File: src/hdl/hsv2rgb_pkg.sv
package hsv2rgb_pkg;

  localparam int FRACTION_BITS = 16;
  localparam int FIELD_W       = FRACTION_BITS + 1;
  localparam int CHAN_W        = 8;
  localparam int CHAN_MAX      = 255;

  // Chroma fits in two fields' product, less the fraction bits.
  localparam int CHROMA_W = 2 * FIELD_W - FRACTION_BITS;
  // Six times the hue needs three more bits.
  localparam int HUE6_W   = FIELD_W + 3;
  localparam int SECTOR_W = HUE6_W - FRACTION_BITS;
  // Signed channel sum: chroma plus sign plus one bit of headroom.
  localparam int SUM_W    = CHROMA_W + 2;

  localparam logic [FIELD_W-1:0] ONE = FIELD_W'(1) << FRACTION_BITS;

  typedef logic [FIELD_W-1:0]  field_t;
  typedef logic [CHAN_W-1:0]   chan_t;
  typedef logic [CHROMA_W-1:0] chroma_t;
  typedef logic signed [SUM_W-1:0] sum_t;

endpackage

File: src/hdl/hsv2rgb_if.sv
interface hsv2rgb_pix_if;
  import hsv2rgb_pkg::*;

  logic   valid;
  logic   ready;
  field_t hue;
  field_t saturation;
  field_t brightness;

  modport source (output valid, hue, saturation, brightness, input ready);
  modport sink   (input valid, hue, saturation, brightness, output ready);
endinterface

interface hsv2rgb_rgb_if;
  import hsv2rgb_pkg::*;

  logic  valid;
  logic  ready;
  chan_t red;
  chan_t green;
  chan_t blue;

  modport source (output valid, red, green, blue, input ready);
  modport sink   (input valid, red, green, blue, output ready);
endinterface

File: src/hdl/hsv_to_rgb_converter.sv
// HSV to RGB pixel converter.
// The pix channel carries one pixel as hue, saturation and brightness, all
// unsigned Q16 fractions; a hue of one full turn or more gives a grey pixel.
// The rgb channel returns one request per pixel with 8-bit red, green and
// blue, truncated and clamped to 0..255.
// The datapath is a four-stage pipeline: chroma and sector, then x and the
// grey offset, then the channel sums, then scaling and clamping into the
// output register. One pixel is accepted in every cycle while the receiver
// takes results. Each stage holds its own valid bit and moves on whenever
// the stage after it is empty or moving, so bubbles close up during a
// stall. When rgb.ready is low and the pipeline is full, pix.ready drops
// and every stage holds. Synchronous reset clears all valid bits; no
// request is lost or repeated.
module hsv_to_rgb_converter (
  input  logic                clk,
  input  logic                rst,
  hsv2rgb_pix_if.sink         pix,
  hsv2rgb_rgb_if.source       rgb
);
  import hsv2rgb_pkg::*;

  typedef enum logic [SECTOR_W-1:0] {
    SEC_RED_GRN = SECTOR_W'(0),
    SEC_GRN_RED = SECTOR_W'(1),
    SEC_GRN_BLU = SECTOR_W'(2),
    SEC_BLU_GRN = SECTOR_W'(3),
    SEC_BLU_RED = SECTOR_W'(4),
    SEC_RED_BLU = SECTOR_W'(5)
  } sector_t;

  function automatic chan_t to_chan(input sum_t val);
    logic [SUM_W-2:0]      pos;
    logic [SUM_W+CHAN_W-2:0] prod;
    logic [SUM_W+CHAN_W-2-FRACTION_BITS:0] scaled;
    pos    = val[SUM_W-2:0];
    prod   = {pos, CHAN_W'(0)} - {CHAN_W'(0), pos};
    scaled = prod[SUM_W+CHAN_W-2:FRACTION_BITS];
    if (val <= 0) begin
      return '0;
    end else if (scaled > CHAN_MAX) begin
      return chan_t'(CHAN_MAX);
    end
    return scaled[CHAN_W-1:0];
  endfunction

  // Stage valid bits and advance conditions.
  logic v1, v2, v3, v4;
  logic adv1, adv2, adv3, adv4;

  assign adv4 = !v4 || rgb.ready;
  assign adv3 = !v3 || adv4;
  assign adv2 = !v2 || adv3;
  assign adv1 = !v1 || adv2;
  assign pix.ready = adv1;

  // Stage 1: chroma, sector and the tent term one - |t - one|.
  logic [2*FIELD_W-1:0] vs_prod;
  logic [HUE6_W-1:0]    hue6;
  field_t               hue_frac;
  field_t               hue_dist;
  field_t               tent_next;

  assign vs_prod  = pix.brightness * pix.saturation;
  assign hue6     = HUE6_W'(pix.hue) * HUE6_W'(6);
  assign hue_frac = hue6[FIELD_W-1:0];
  assign hue_dist = (hue_frac >= ONE) ? (hue_frac - ONE) : (ONE - hue_frac);
  assign tent_next = ONE - hue_dist;

  chroma_t chroma1;
  field_t  tent1;
  field_t  bright1;
  sector_t sector1;

  // Stage 2: x and the grey offset m = v - c.
  logic [CHROMA_W+FIELD_W-1:0] x_prod;
  sum_t                        offset_next;

  assign x_prod      = chroma1 * tent1;
  assign offset_next = sum_t'({2'b00, bright1}) - sum_t'({1'b0, chroma1});

  chroma_t chroma2;
  chroma_t xval2;
  sum_t    offset2;
  sector_t sector2;

  // Stage 3: route chroma and x to channels, add the offset.
  chroma_t sel_r, sel_g, sel_b;

  always_comb begin
    sel_r = '0;
    sel_g = '0;
    sel_b = '0;
    case (sector2)
      SEC_RED_GRN: begin sel_r = chroma2; sel_g = xval2;   end
      SEC_GRN_RED: begin sel_r = xval2;   sel_g = chroma2; end
      SEC_GRN_BLU: begin sel_g = chroma2; sel_b = xval2;   end
      SEC_BLU_GRN: begin sel_g = xval2;   sel_b = chroma2; end
      SEC_BLU_RED: begin sel_r = xval2;   sel_b = chroma2; end
      SEC_RED_BLU: begin sel_r = chroma2; sel_b = xval2;   end
      default: begin end
    endcase
  end

  sum_t sum_r3, sum_g3, sum_b3;

  // Stage 4 output register.
  chan_t red4, green4, blue4;

  always_ff @(posedge clk) begin
    if (rst) begin
      v1 <= 1'b0;
      v2 <= 1'b0;
      v3 <= 1'b0;
      v4 <= 1'b0;
    end else begin
      if (adv1) begin
        v1 <= pix.valid;
      end
      if (adv2) begin
        v2 <= v1;
      end
      if (adv3) begin
        v3 <= v2;
      end
      if (adv4) begin
        v4 <= v3;
      end
    end
  end

  always_ff @(posedge clk) begin
    if (adv1) begin
      chroma1 <= vs_prod[FRACTION_BITS +: CHROMA_W];
      tent1   <= tent_next;
      bright1 <= pix.brightness;
      sector1 <= sector_t'(hue6[HUE6_W-1:FRACTION_BITS]);
    end
    if (adv2) begin
      chroma2 <= chroma1;
      xval2   <= x_prod[FRACTION_BITS +: CHROMA_W];
      offset2 <= offset_next;
      sector2 <= sector1;
    end
    if (adv3) begin
      sum_r3 <= sum_t'({2'b00, sel_r}) + offset2;
      sum_g3 <= sum_t'({2'b00, sel_g}) + offset2;
      sum_b3 <= sum_t'({2'b00, sel_b}) + offset2;
    end
    if (adv4) begin
      red4   <= to_chan(sum_r3);
      green4 <= to_chan(sum_g3);
      blue4  <= to_chan(sum_b3);
    end
  end

  assign rgb.valid = v4;
  assign rgb.red   = red4;
  assign rgb.green = green4;
  assign rgb.blue  = blue4;

endmodule

File: src/flat_wrapper.sv
// flat-port wrapper written by rule: the top's interface ports become plain ports
module hsv_to_rgb_converter_flat import hsv2rgb_pkg::*;
  (clk, rst, pix_valid, pix_hue, pix_saturation, pix_brightness, pix_ready, rgb_valid, rgb_red, rgb_green, rgb_blue, rgb_ready);
  hsv2rgb_pix_if pix_i ();
  hsv2rgb_rgb_if rgb_i ();
  input  logic clk;
  input  logic rst;
  input wire logic [$bits(pix_i.valid)-1:0] pix_valid;
  input wire logic [$bits(pix_i.hue)-1:0] pix_hue;
  input wire logic [$bits(pix_i.saturation)-1:0] pix_saturation;
  input wire logic [$bits(pix_i.brightness)-1:0] pix_brightness;
  output wire logic [$bits(pix_i.ready)-1:0] pix_ready;
  output wire logic [$bits(rgb_i.valid)-1:0] rgb_valid;
  output wire logic [$bits(rgb_i.red)-1:0] rgb_red;
  output wire logic [$bits(rgb_i.green)-1:0] rgb_green;
  output wire logic [$bits(rgb_i.blue)-1:0] rgb_blue;
  input wire logic [$bits(rgb_i.ready)-1:0] rgb_ready;
  assign pix_i.valid = pix_valid;
  assign pix_i.hue = pix_hue;
  assign pix_i.saturation = pix_saturation;
  assign pix_i.brightness = pix_brightness;
  assign pix_ready = pix_i.ready;
  assign rgb_valid = rgb_i.valid;
  assign rgb_red = rgb_i.red;
  assign rgb_green = rgb_i.green;
  assign rgb_blue = rgb_i.blue;
  assign rgb_i.ready = rgb_ready;
  hsv_to_rgb_converter u_core (.clk(clk), .rst(rst), .pix(pix_i), .rgb(rgb_i));
endmodule
File: config.mk
export PLATFORM = sky130hd
export DESIGN_NAME = hsv_to_rgb_converter_flat
export DESIGN_NICKNAME = d
export VERILOG_FILES = /design/src/hdl/hsv2rgb_pkg.sv /design/src/hdl/hsv2rgb_if.sv /design/src/hdl/hsv_to_rgb_converter.sv /design/src/flat_wrapper.sv
export SDC_FILE = /design/constraint.sdc
export NUM_CORES = 2
export LEC_CHECK = 0
export ABC_CLOCK_PERIOD_IN_PS = 6920
export BUFFER_PORTS_ARGS = -buffer_cell sky130_fd_sc_hd__buf_2
export CELL_PAD_IN_SITES_DETAIL_PLACEMENT = 1
export CELL_PAD_IN_SITES_GLOBAL_PLACEMENT = 2
export CORE_MARGIN = 2
export CORE_UTILIZATION = 38
export CTS_CLUSTER_DIAMETER = 120
export DETAILED_ROUTE_END_ITERATION = 16
export PLACE_DENSITY = 0.85
export SLEW_MARGIN = 15
export SYNTH_ARGS = -nofsm -noshare
export SYNTH_HDL_FRONTEND = slang
export SYNTH_SLANG_ARGS = --single-unit
File: constraint.sdc
create_clock -name clk -period 6.92 [get_ports clk]
set_input_delay 1.384 -clock clk [delete_from_list [all_inputs] [get_ports clk]]
set_output_delay 1.384 -clock clk [all_outputs]
set_load 0.02 [all_outputs]
# == Yosys cells after proc, flatten, opt, wreduce, memory -nomap -nowiden ==
# Index checks and enable logic that the tools add are counted.
# Widths: inputs -> output; s select.
# totals
register_bits,204
in_bits,55
out_inout_bits,26
elab_cells,80
# classes
add_sub_neg,10
mul,3
order_cmp,7
eq_ne,5
muxes,22
reduce_logical,15
# op_table
op,n
$pmux 18 s2,3
$sub 27x19->27,3
$mux 8,9
$add 19x20->20,3
$le 20x1->1 const B,3
$mul 17x17->34,1
$mul 18x17->34,1
$sub 17x17->17 const A,2
$gt 11x8->1 const B,3
$mul 17x2->19 const B,1
$sub 17x18->19,1
$ge 17x17->1 const B,1
$mux 17,1
$sub 17x17->17 const B,1
$reduce_or 2->1,6
$mux 1,9
$eq 4x2->1 const B,2
$eq 4x3->1 const B,2
$eq 4x1->1 const B,1
$logic_not 1->1,4
$logic_not 4->1,1
$logic_or 1x1->1,4

# == Longest topological paths before layout ==
# logic_depth
depth_word,6
ltp_mapped,25
mapped_depth_nobuf,24

# == Least setup slack after synthesis ==
# No wires, ideal clock.
# synth_path
path_type,input port to flip-flop
start,in pix_saturation[8]
end,reg u_core.chroma1[11] (data pin)
setup_ns,0.258
t_arrival_ns,7.045
required_time_ns,6.662
setup_slack_ns,-0.383
path_stages,24
path_buffers,2
path_cell_list,clkbuf_1 clkbuf_1 nand2_1 fa_1 inv_1 fa_1 inv_1 fa_1 inv_1 fa_1 fa_1 inv_1 fa_1 inv_1 ha_1 nor4_1 o21ai_0 a211oi_1 nor3_1 o31a_1 a21oi_1 o21ai_0 a21oi_1 xnor2_1
# synth_between
elab_chain_cells,1
# synth_rtl
item,line,text
start: declaration,flat_wrapper.sv:10,input wire logic [$bits(pix_i.saturation)-1:0] pix_saturation;
$mul 17x17->34,hsv_to_rgb_converter.sv:63,assign vs_prod = pix.brightness * pix.saturation;
via u_core.vs_prod[27],hsv_to_rgb_converter.sv:57,logic [2*FIELD_W-1:0] vs_prod;
end signal: assignment,hsv_to_rgb_converter.sv:133,chroma1 <= vs_prod[FRACTION_BITS +: CHROMA_W];
end: declaration,hsv_to_rgb_converter.sv:69,chroma_t chroma1;
# The timed path passes the listed nets, and every way through them passes these cells.
# A chain may end at the register's enable or synchronous reset.

# == Worst setup path in the final report ==
# layout_path
start,in pix_saturation[5]
end,reg u_core.chroma1[13] (data pin)
# Same word-level chain as after synthesis.

==> impl_results.html <==
<table>
<tr><th>Metric</th><th>Value</th></tr>
<tr><th colspan="2">Die</th></tr>
<tr><td>Die area</td><td>84700 sq um</td></tr>
<tr><td>Die outline width</td><td>291 um</td></tr>
<tr><td>Placement row count</td><td>105</td></tr>
<tr><td>Ports placed on the boundary</td><td>81</td></tr>
<tr><td>Initial cell density of the core</td><td>38.3%</td></tr>
<tr><td>Standard cell core area</td><td>81800 sq um</td></tr>
<tr><td>Die height</td><td>291 um</td></tr>
<tr><th colspan="2">Worst setup path</th></tr>
<tr><td>Cell occurring most often along the worst timing path</td><td>sky130_fd_sc_hd__fa_1</td></tr>
<tr><td>Crit path kind</td><td>input port to register</td></tr>
<tr><td>Critical Path Stages</td><td>23</td></tr>
<tr><td>Setup crit end kind</td><td>register</td></tr>
<tr><td>Arrival time reported for the critical path endpoint</td><td>6980 ps</td></tr>
<tr><td>End point of the critical path</td><td>u_core.chroma1[13]</td></tr>
<tr><td>Kind of start point of the critical path</td><td>input port</td></tr>
<tr><td>Crit-path cells</td><td>buf_2, and2_1, fa_1, inv_1, fa_1, fa_1, fa_1, inv_1, fa_1, inv_1, fa_1, inv_1, ha_1, a22o_1, nor4_4, o21ai_1, a211oi_2, nor3_2, nor3_2, o21ai_1, a21o_1, a21oi_1, xnor2_1</td></tr>
<tr><td>Source of the worst register-to-register timing path</td><td>u_core.chroma1[9]</td></tr>
<tr><td>Buffering stage count on the worst path with inverters included</td><td>5</td></tr>
<tr><td>Start point of the critical path</td><td>pix_saturation[5]</td></tr>
<tr><td>Critical Path Max Stage Delay</td><td>560 ps</td></tr>
<tr><td>Endpoint of the worst register-to-register path</td><td>u_core.xval2[12]</td></tr>
<tr><td>Critical Path Fanout Max</td><td>6</td></tr>
<tr><td>Highest-delay cell along the critical path</td><td>sky130_fd_sc_hd__fa_1</td></tr>
<tr><td>Register-to-register setup slack</td><td>290 ps</td></tr>
<tr><td>Crit path required time</td><td>7260 ps</td></tr>
<tr><td>Cell depth of the worst flop-to-flop path</td><td>23</td></tr>
<tr><td>Top cell family by delay on the critical path</td><td>adder cells</td></tr>
<tr><th colspan="2">Layout</th></tr>
<tr><td>Count of non-filler cells in the finished layout</td><td>4563</td></tr>
<tr><td>Layout net count</td><td>4316</td></tr>
<tr><td>Filler cells</td><td>9434</td></tr>
<tr><td>Final standard cell utilization of the core</td><td>42.7%</td></tr>
<tr><td>ANT cells</td><td>0</td></tr>
<tr><td>Ratio of cells with drive above 1 in the final layout</td><td>9.59%</td></tr>
<tr><td>Post-layout instance area</td><td>34900 sq um</td></tr>
<tr><td>Post-synthesis to final-layout area growth</td><td>11.5%</td></tr>
<tr><th colspan="2">Status</th></tr>
<tr><td>Result of the run</td><td>finished, final reports clean</td></tr>
<tr><th colspan="2">GRT</th></tr>
<tr><td>Total global routing overflow</td><td>0</td></tr>
<tr><td>Maximum number of pins on one net before global-route repair</td><td>61</td></tr>
<tr><td>Antenna violations before repair</td><td>0</td></tr>
<tr><td>Global-route wire length before repair</td><td>140000 um</td></tr>
<tr><td>Tot GR Track Use</td><td>20.6%</td></tr>
<tr><td>Via count of the first global-routing pass</td><td>25803</td></tr>
<tr><th colspan="2">Logic synthesis</th></tr>
<tr><td>Syn avg cell area</td><td>9.47 sq um</td></tr>
<tr><td>Number of flip-flops and latches in the synthesized netlist</td><td>202</td></tr>
<tr><td>Most used flip-flop cell after synthesis</td><td>sky130_fd_sc_hd__edfxtp_1</td></tr>
<tr><td>Post-synth EDFFs</td><td>198</td></tr>
<tr><td>Nets in the synthesized netlist</td><td>4150</td></tr>
<tr><td>Fraction of synthesis flops using an asynchronous set or reset pin</td><td>0%</td></tr>
<tr><td>Count of distinct cell types in the synthesized netlist</td><td>82</td></tr>
<tr><td>Cells after synthesis</td><td>3305</td></tr>
<tr><td>Sequential cell area fraction in the yosys report</td><td>19.2%</td></tr>
<tr><td>Yosys warns</td><td>0</td></tr>
<tr><td>Synth Cell Area</td><td>31300 sq um</td></tr>
<tr><th colspan="2">Timing</th></tr>
<tr><td>Total count of hold-check failures in the final report</td><td>0</td></tr>
<tr><td>Actual transition at the worst max-transition pin</td><td>958 ps</td></tr>
<tr><td>Setup TNS Final</td><td>0 ps</td></tr>
<tr><td>Fmax</td><td>151 MHz</td></tr>
<tr><td>Worst slew margin relative to its limit</td><td>36.0%</td></tr>
<tr><td>Layout Skew</td><td>25.0 ps</td></tr>
<tr><td>Setup repair after global routing missed its margin</td><td>no</td></tr>
<tr><td>Final critical delay including setup and external delays</td><td>6640 ps</td></tr>
<tr><td>Final setup violation count</td><td>0</td></tr>
<tr><td>Final period util</td><td>96.0%</td></tr>
<tr><td>Max Transition Viols Final</td><td>0</td></tr>
<tr><th colspan="2">CTS</th></tr>
<tr><td>Clock tree from TritonCTS</td><td>done</td></tr>
<tr><td>Clock Tree Root</td><td>sky130_fd_sc_hd__clkbuf_16</td></tr>
<tr><td>Maximum buffer depth of the clock tree</td><td>3</td></tr>
<tr><td>Num CTS Buffers</td><td>28</td></tr>
<tr><td>Clock transition at the registers of the reported paths</td><td>70 ps</td></tr>
<tr><td>TritonCTS Sinks</td><td>202</td></tr>
<tr><td>Depth of the CTS H-tree</td><td>1</td></tr>
<tr><td>Clock latency at the later pin of the worst-skew pair</td><td>600 ps</td></tr>
<tr><th colspan="2">Worst hold path</th></tr>
<tr><td>Type of the most critical hold path</td><td>register to register</td></tr>
<tr><th colspan="2">Routing</th></tr>
<tr><td>Drt initial violations</td><td>991</td></tr>
<tr><td>Remaining antenna violation count after routing</td><td>0</td></tr>
<tr><td>Per-cell routed wire length</td><td>18.9 um</td></tr>
<tr><td>Via count</td><td>23192</td></tr>
<tr><td>First-pass detailed-route iteration total</td><td>4</td></tr>
<tr><td>Detailed Route WL</td><td>86000 um</td></tr>
<tr><td>Via density per instance</td><td>5.08</td></tr>
<tr><td>Drt drc</td><td>0</td></tr>
<tr><th colspan="2">Placement</th></tr>
<tr><td>Half-perimeter wire length after detailed placement</td><td>72600 um</td></tr>
<tr><td>Number of instances in the placed design</td><td>4511</td></tr>
<tr><td>Area post-placement</td><td>33900 sq um</td></tr>
<tr><td>Gpl congestion</td><td>0.865</td></tr>
<tr><td>Number of buffers inserted by port buffering</td><td>80</td></tr>
<tr><th colspan="2">Run</th></tr>
<tr><td>Maximum capacitance violations</td><td>0</td></tr>
</table>
==> state kept, by name, indices dropped and copies added (netlist names), 4 cells and up <==
name              flops
u_core.bright1       17
u_core.chroma1       18
u_core.chroma2       18
u_core.offset2       19
u_core.rgb.blue       8
u_core.rgb.green      8
u_core.rgb.red        8
u_core.sector1        4
u_core.sector2        4
u_core.sum_b3        20
u_core.sum_g3        20
u_core.sum_r3        20
u_core.tent1         16
u_core.xval2         18
==> timing repair <==
action / CTS / global route
hold buffers: 0 / 0
gates resized for setup: 2 / 7
setup endpoints to repair: 1 / 12
buffers inserted: 0 / 0
pin swaps: 1 / 0
==> per-layer routing <==
metal	wire length, um	global-route usage [%]	vias up	part of all wire (%)
li1	-	-	10966	-
met2	44100	37.8	312	51
met1	37800	26.4	11821	44
met4	2040	4.45	0	2.4
met5	0	0	-	0
met3	2120	1.75	93	2.5
==> layout by cell type, fill, tap and decap left out, types with 8 or more instances in the layout <==
cell	instances
sky130_fd_sc_hd__o21ai_0	60
sky130_fd_sc_hd__nor2b_1	24
sky130_fd_sc_hd__inv_1	626
sky130_fd_sc_hd__a21oi_1	110
sky130_fd_sc_hd__nand2_1	385
sky130_fd_sc_hd__nor3_1	29
sky130_fd_sc_hd__and2_1	275
sky130_fd_sc_hd__mux2i_1	8
sky130_fd_sc_hd__nor2_1	134
sky130_fd_sc_hd__a22o_1	52
sky130_fd_sc_hd__buf_2	80
sky130_fd_sc_hd__clkbuf_16	28
sky130_fd_sc_hd__nand2b_1	18
sky130_fd_sc_hd__nor4_1	16
sky130_fd_sc_hd__edfxtp_1	198
sky130_fd_sc_hd__ha_1	343
sky130_fd_sc_hd__nand3_1	31
sky130_fd_sc_hd__nand4_1	21
sky130_fd_sc_hd__and3_1	23
sky130_fd_sc_hd__a211oi_1	18
sky130_fd_sc_hd__a21o_1	34
sky130_fd_sc_hd__a31oi_1	12
sky130_fd_sc_hd__buf_4	154
sky130_fd_sc_hd__o21a_1	18
sky130_fd_sc_hd__or3_1	12
sky130_fd_sc_hd__xnor2_1	114
sky130_fd_sc_hd__fa_1	447
sky130_fd_sc_hd__xor2_1	39
sky130_fd_sc_hd__a21boi_0	9
==> cell usage after synthesis (5+ instances only) <==
master / n / share of area (%)
sky130_fd_sc_hd__clkbuf_1: 95 / 1.1
sky130_fd_sc_hd__a21oi_1: 113 / 1.8
sky130_fd_sc_hd__nor2b_1: 24 / 0.48
sky130_fd_sc_hd__and3_1: 23 / 0.46
sky130_fd_sc_hd__nor4_1: 17 / 0.34
sky130_fd_sc_hd__a211oi_1: 19 / 0.46
sky130_fd_sc_hd__a311oi_1: 6 / 0.17
sky130_fd_sc_hd__a31o_2: 5 / 0.14
sky130_fd_sc_hd__or2_2: 6 / 0.12
sky130_fd_sc_hd__xnor2_1: 114 / 3.2
sky130_fd_sc_hd__nand2b_1: 18 / 0.36
sky130_fd_sc_hd__a31oi_1: 12 / 0.24
sky130_fd_sc_hd__or3_1: 12 / 0.24
sky130_fd_sc_hd__ha_1: 343 / 14
sky130_fd_sc_hd__o211ai_1: 6 / 0.14
sky130_fd_sc_hd__o21a_1: 18 / 0.43
sky130_fd_sc_hd__nor3b_1: 5 / 0.12
sky130_fd_sc_hd__a21boi_0: 9 / 0.22
sky130_fd_sc_hd__mux2i_1: 8 / 0.26
sky130_fd_sc_hd__nor2_1: 134 / 1.6
sky130_fd_sc_hd__xor2_1: 39 / 1.1
sky130_fd_sc_hd__a211o_1: 5 / 0.14
sky130_fd_sc_hd__nor3_1: 33 / 0.53
sky130_fd_sc_hd__a22oi_1: 6 / 0.14
sky130_fd_sc_hd__and2_1: 275 / 5.5
sky130_fd_sc_hd__fa_1: 447 / 29
sky130_fd_sc_hd__nand4_1: 21 / 0.42
sky130_fd_sc_hd__a22o_1: 52 / 1.5
sky130_fd_sc_hd__nand3_1: 31 / 0.50
sky130_fd_sc_hd__a21o_1: 34 / 0.82
sky130_fd_sc_hd__o21ai_0: 63 / 1.0
sky130_fd_sc_hd__o21bai_1: 7 / 0.17
sky130_fd_sc_hd__o21ai_1: 5 / 0.080
sky130_fd_sc_hd__edfxtp_1: 198 / 19
sky130_fd_sc_hd__o31a_1: 6 / 0.17
sky130_fd_sc_hd__nand2_1: 387 / 4.6
sky130_fd_sc_hd__inv_1: 627 / 7.5
==> cells by family after synthesis <==
kind of cell | share of synthesized area [%]
AOI/OAI and AO/OA | 9.15
xor gates and xnor gates | 4.33
adders and majority gates | 42.3
buffers and inverters | 8.77
DFF | 19.2
muxes | 0.256
and+or+nand+nor | 16.0
==> cell type report <==
type                       instances  area (sq um)  share of cell area, %
multi-input combinational       2374         22600                   64.8
sequential                       202          6030                   17.3
inverter                         628          2360                   6.75
timing repair buffer             237          1620                   4.63
tap                             1070          1340                   3.83
clock buffer                      29           704                   2.02
clock inverter                    23           262                  0.749
==> metrics by stage <==
stage          setup slack [ps]  hold WS (ps)
4_1_cts                    37.0           416
6_report                    279           420
2_1_floorplan              6.17           400
3_5_place_dp               -483           409
5_1_grt                    13.9           413
3_3_place_gp               -365           404
==> worst min path at each step <==
| stage | depth (start not counted) | to | slack (ps) | startpoint |
|---|---|---|---|---|
| floorplan | 0 | u_core.sector2[0] | 400 | u_core.sector1[0] |
| CTS | 0 | u_core.sector2[3] | 420 | u_core.sector1[3] |
| global placement | 0 | u_core.sector2[3] | 400 | u_core.sector1[3] |
| finish | 0 | u_core.sector2[3] | 420 | u_core.sector1[3] |
| detailed placement | 0 | u_core.sector2[2] | 410 | u_core.sector1[2] |
| global route | 0 | u_core.sector2[3] | 410 | u_core.sector1[3] |
Power is not shown: default switching activity piles up to over one toggle a cycle in this logic, so the estimate is an artifact.
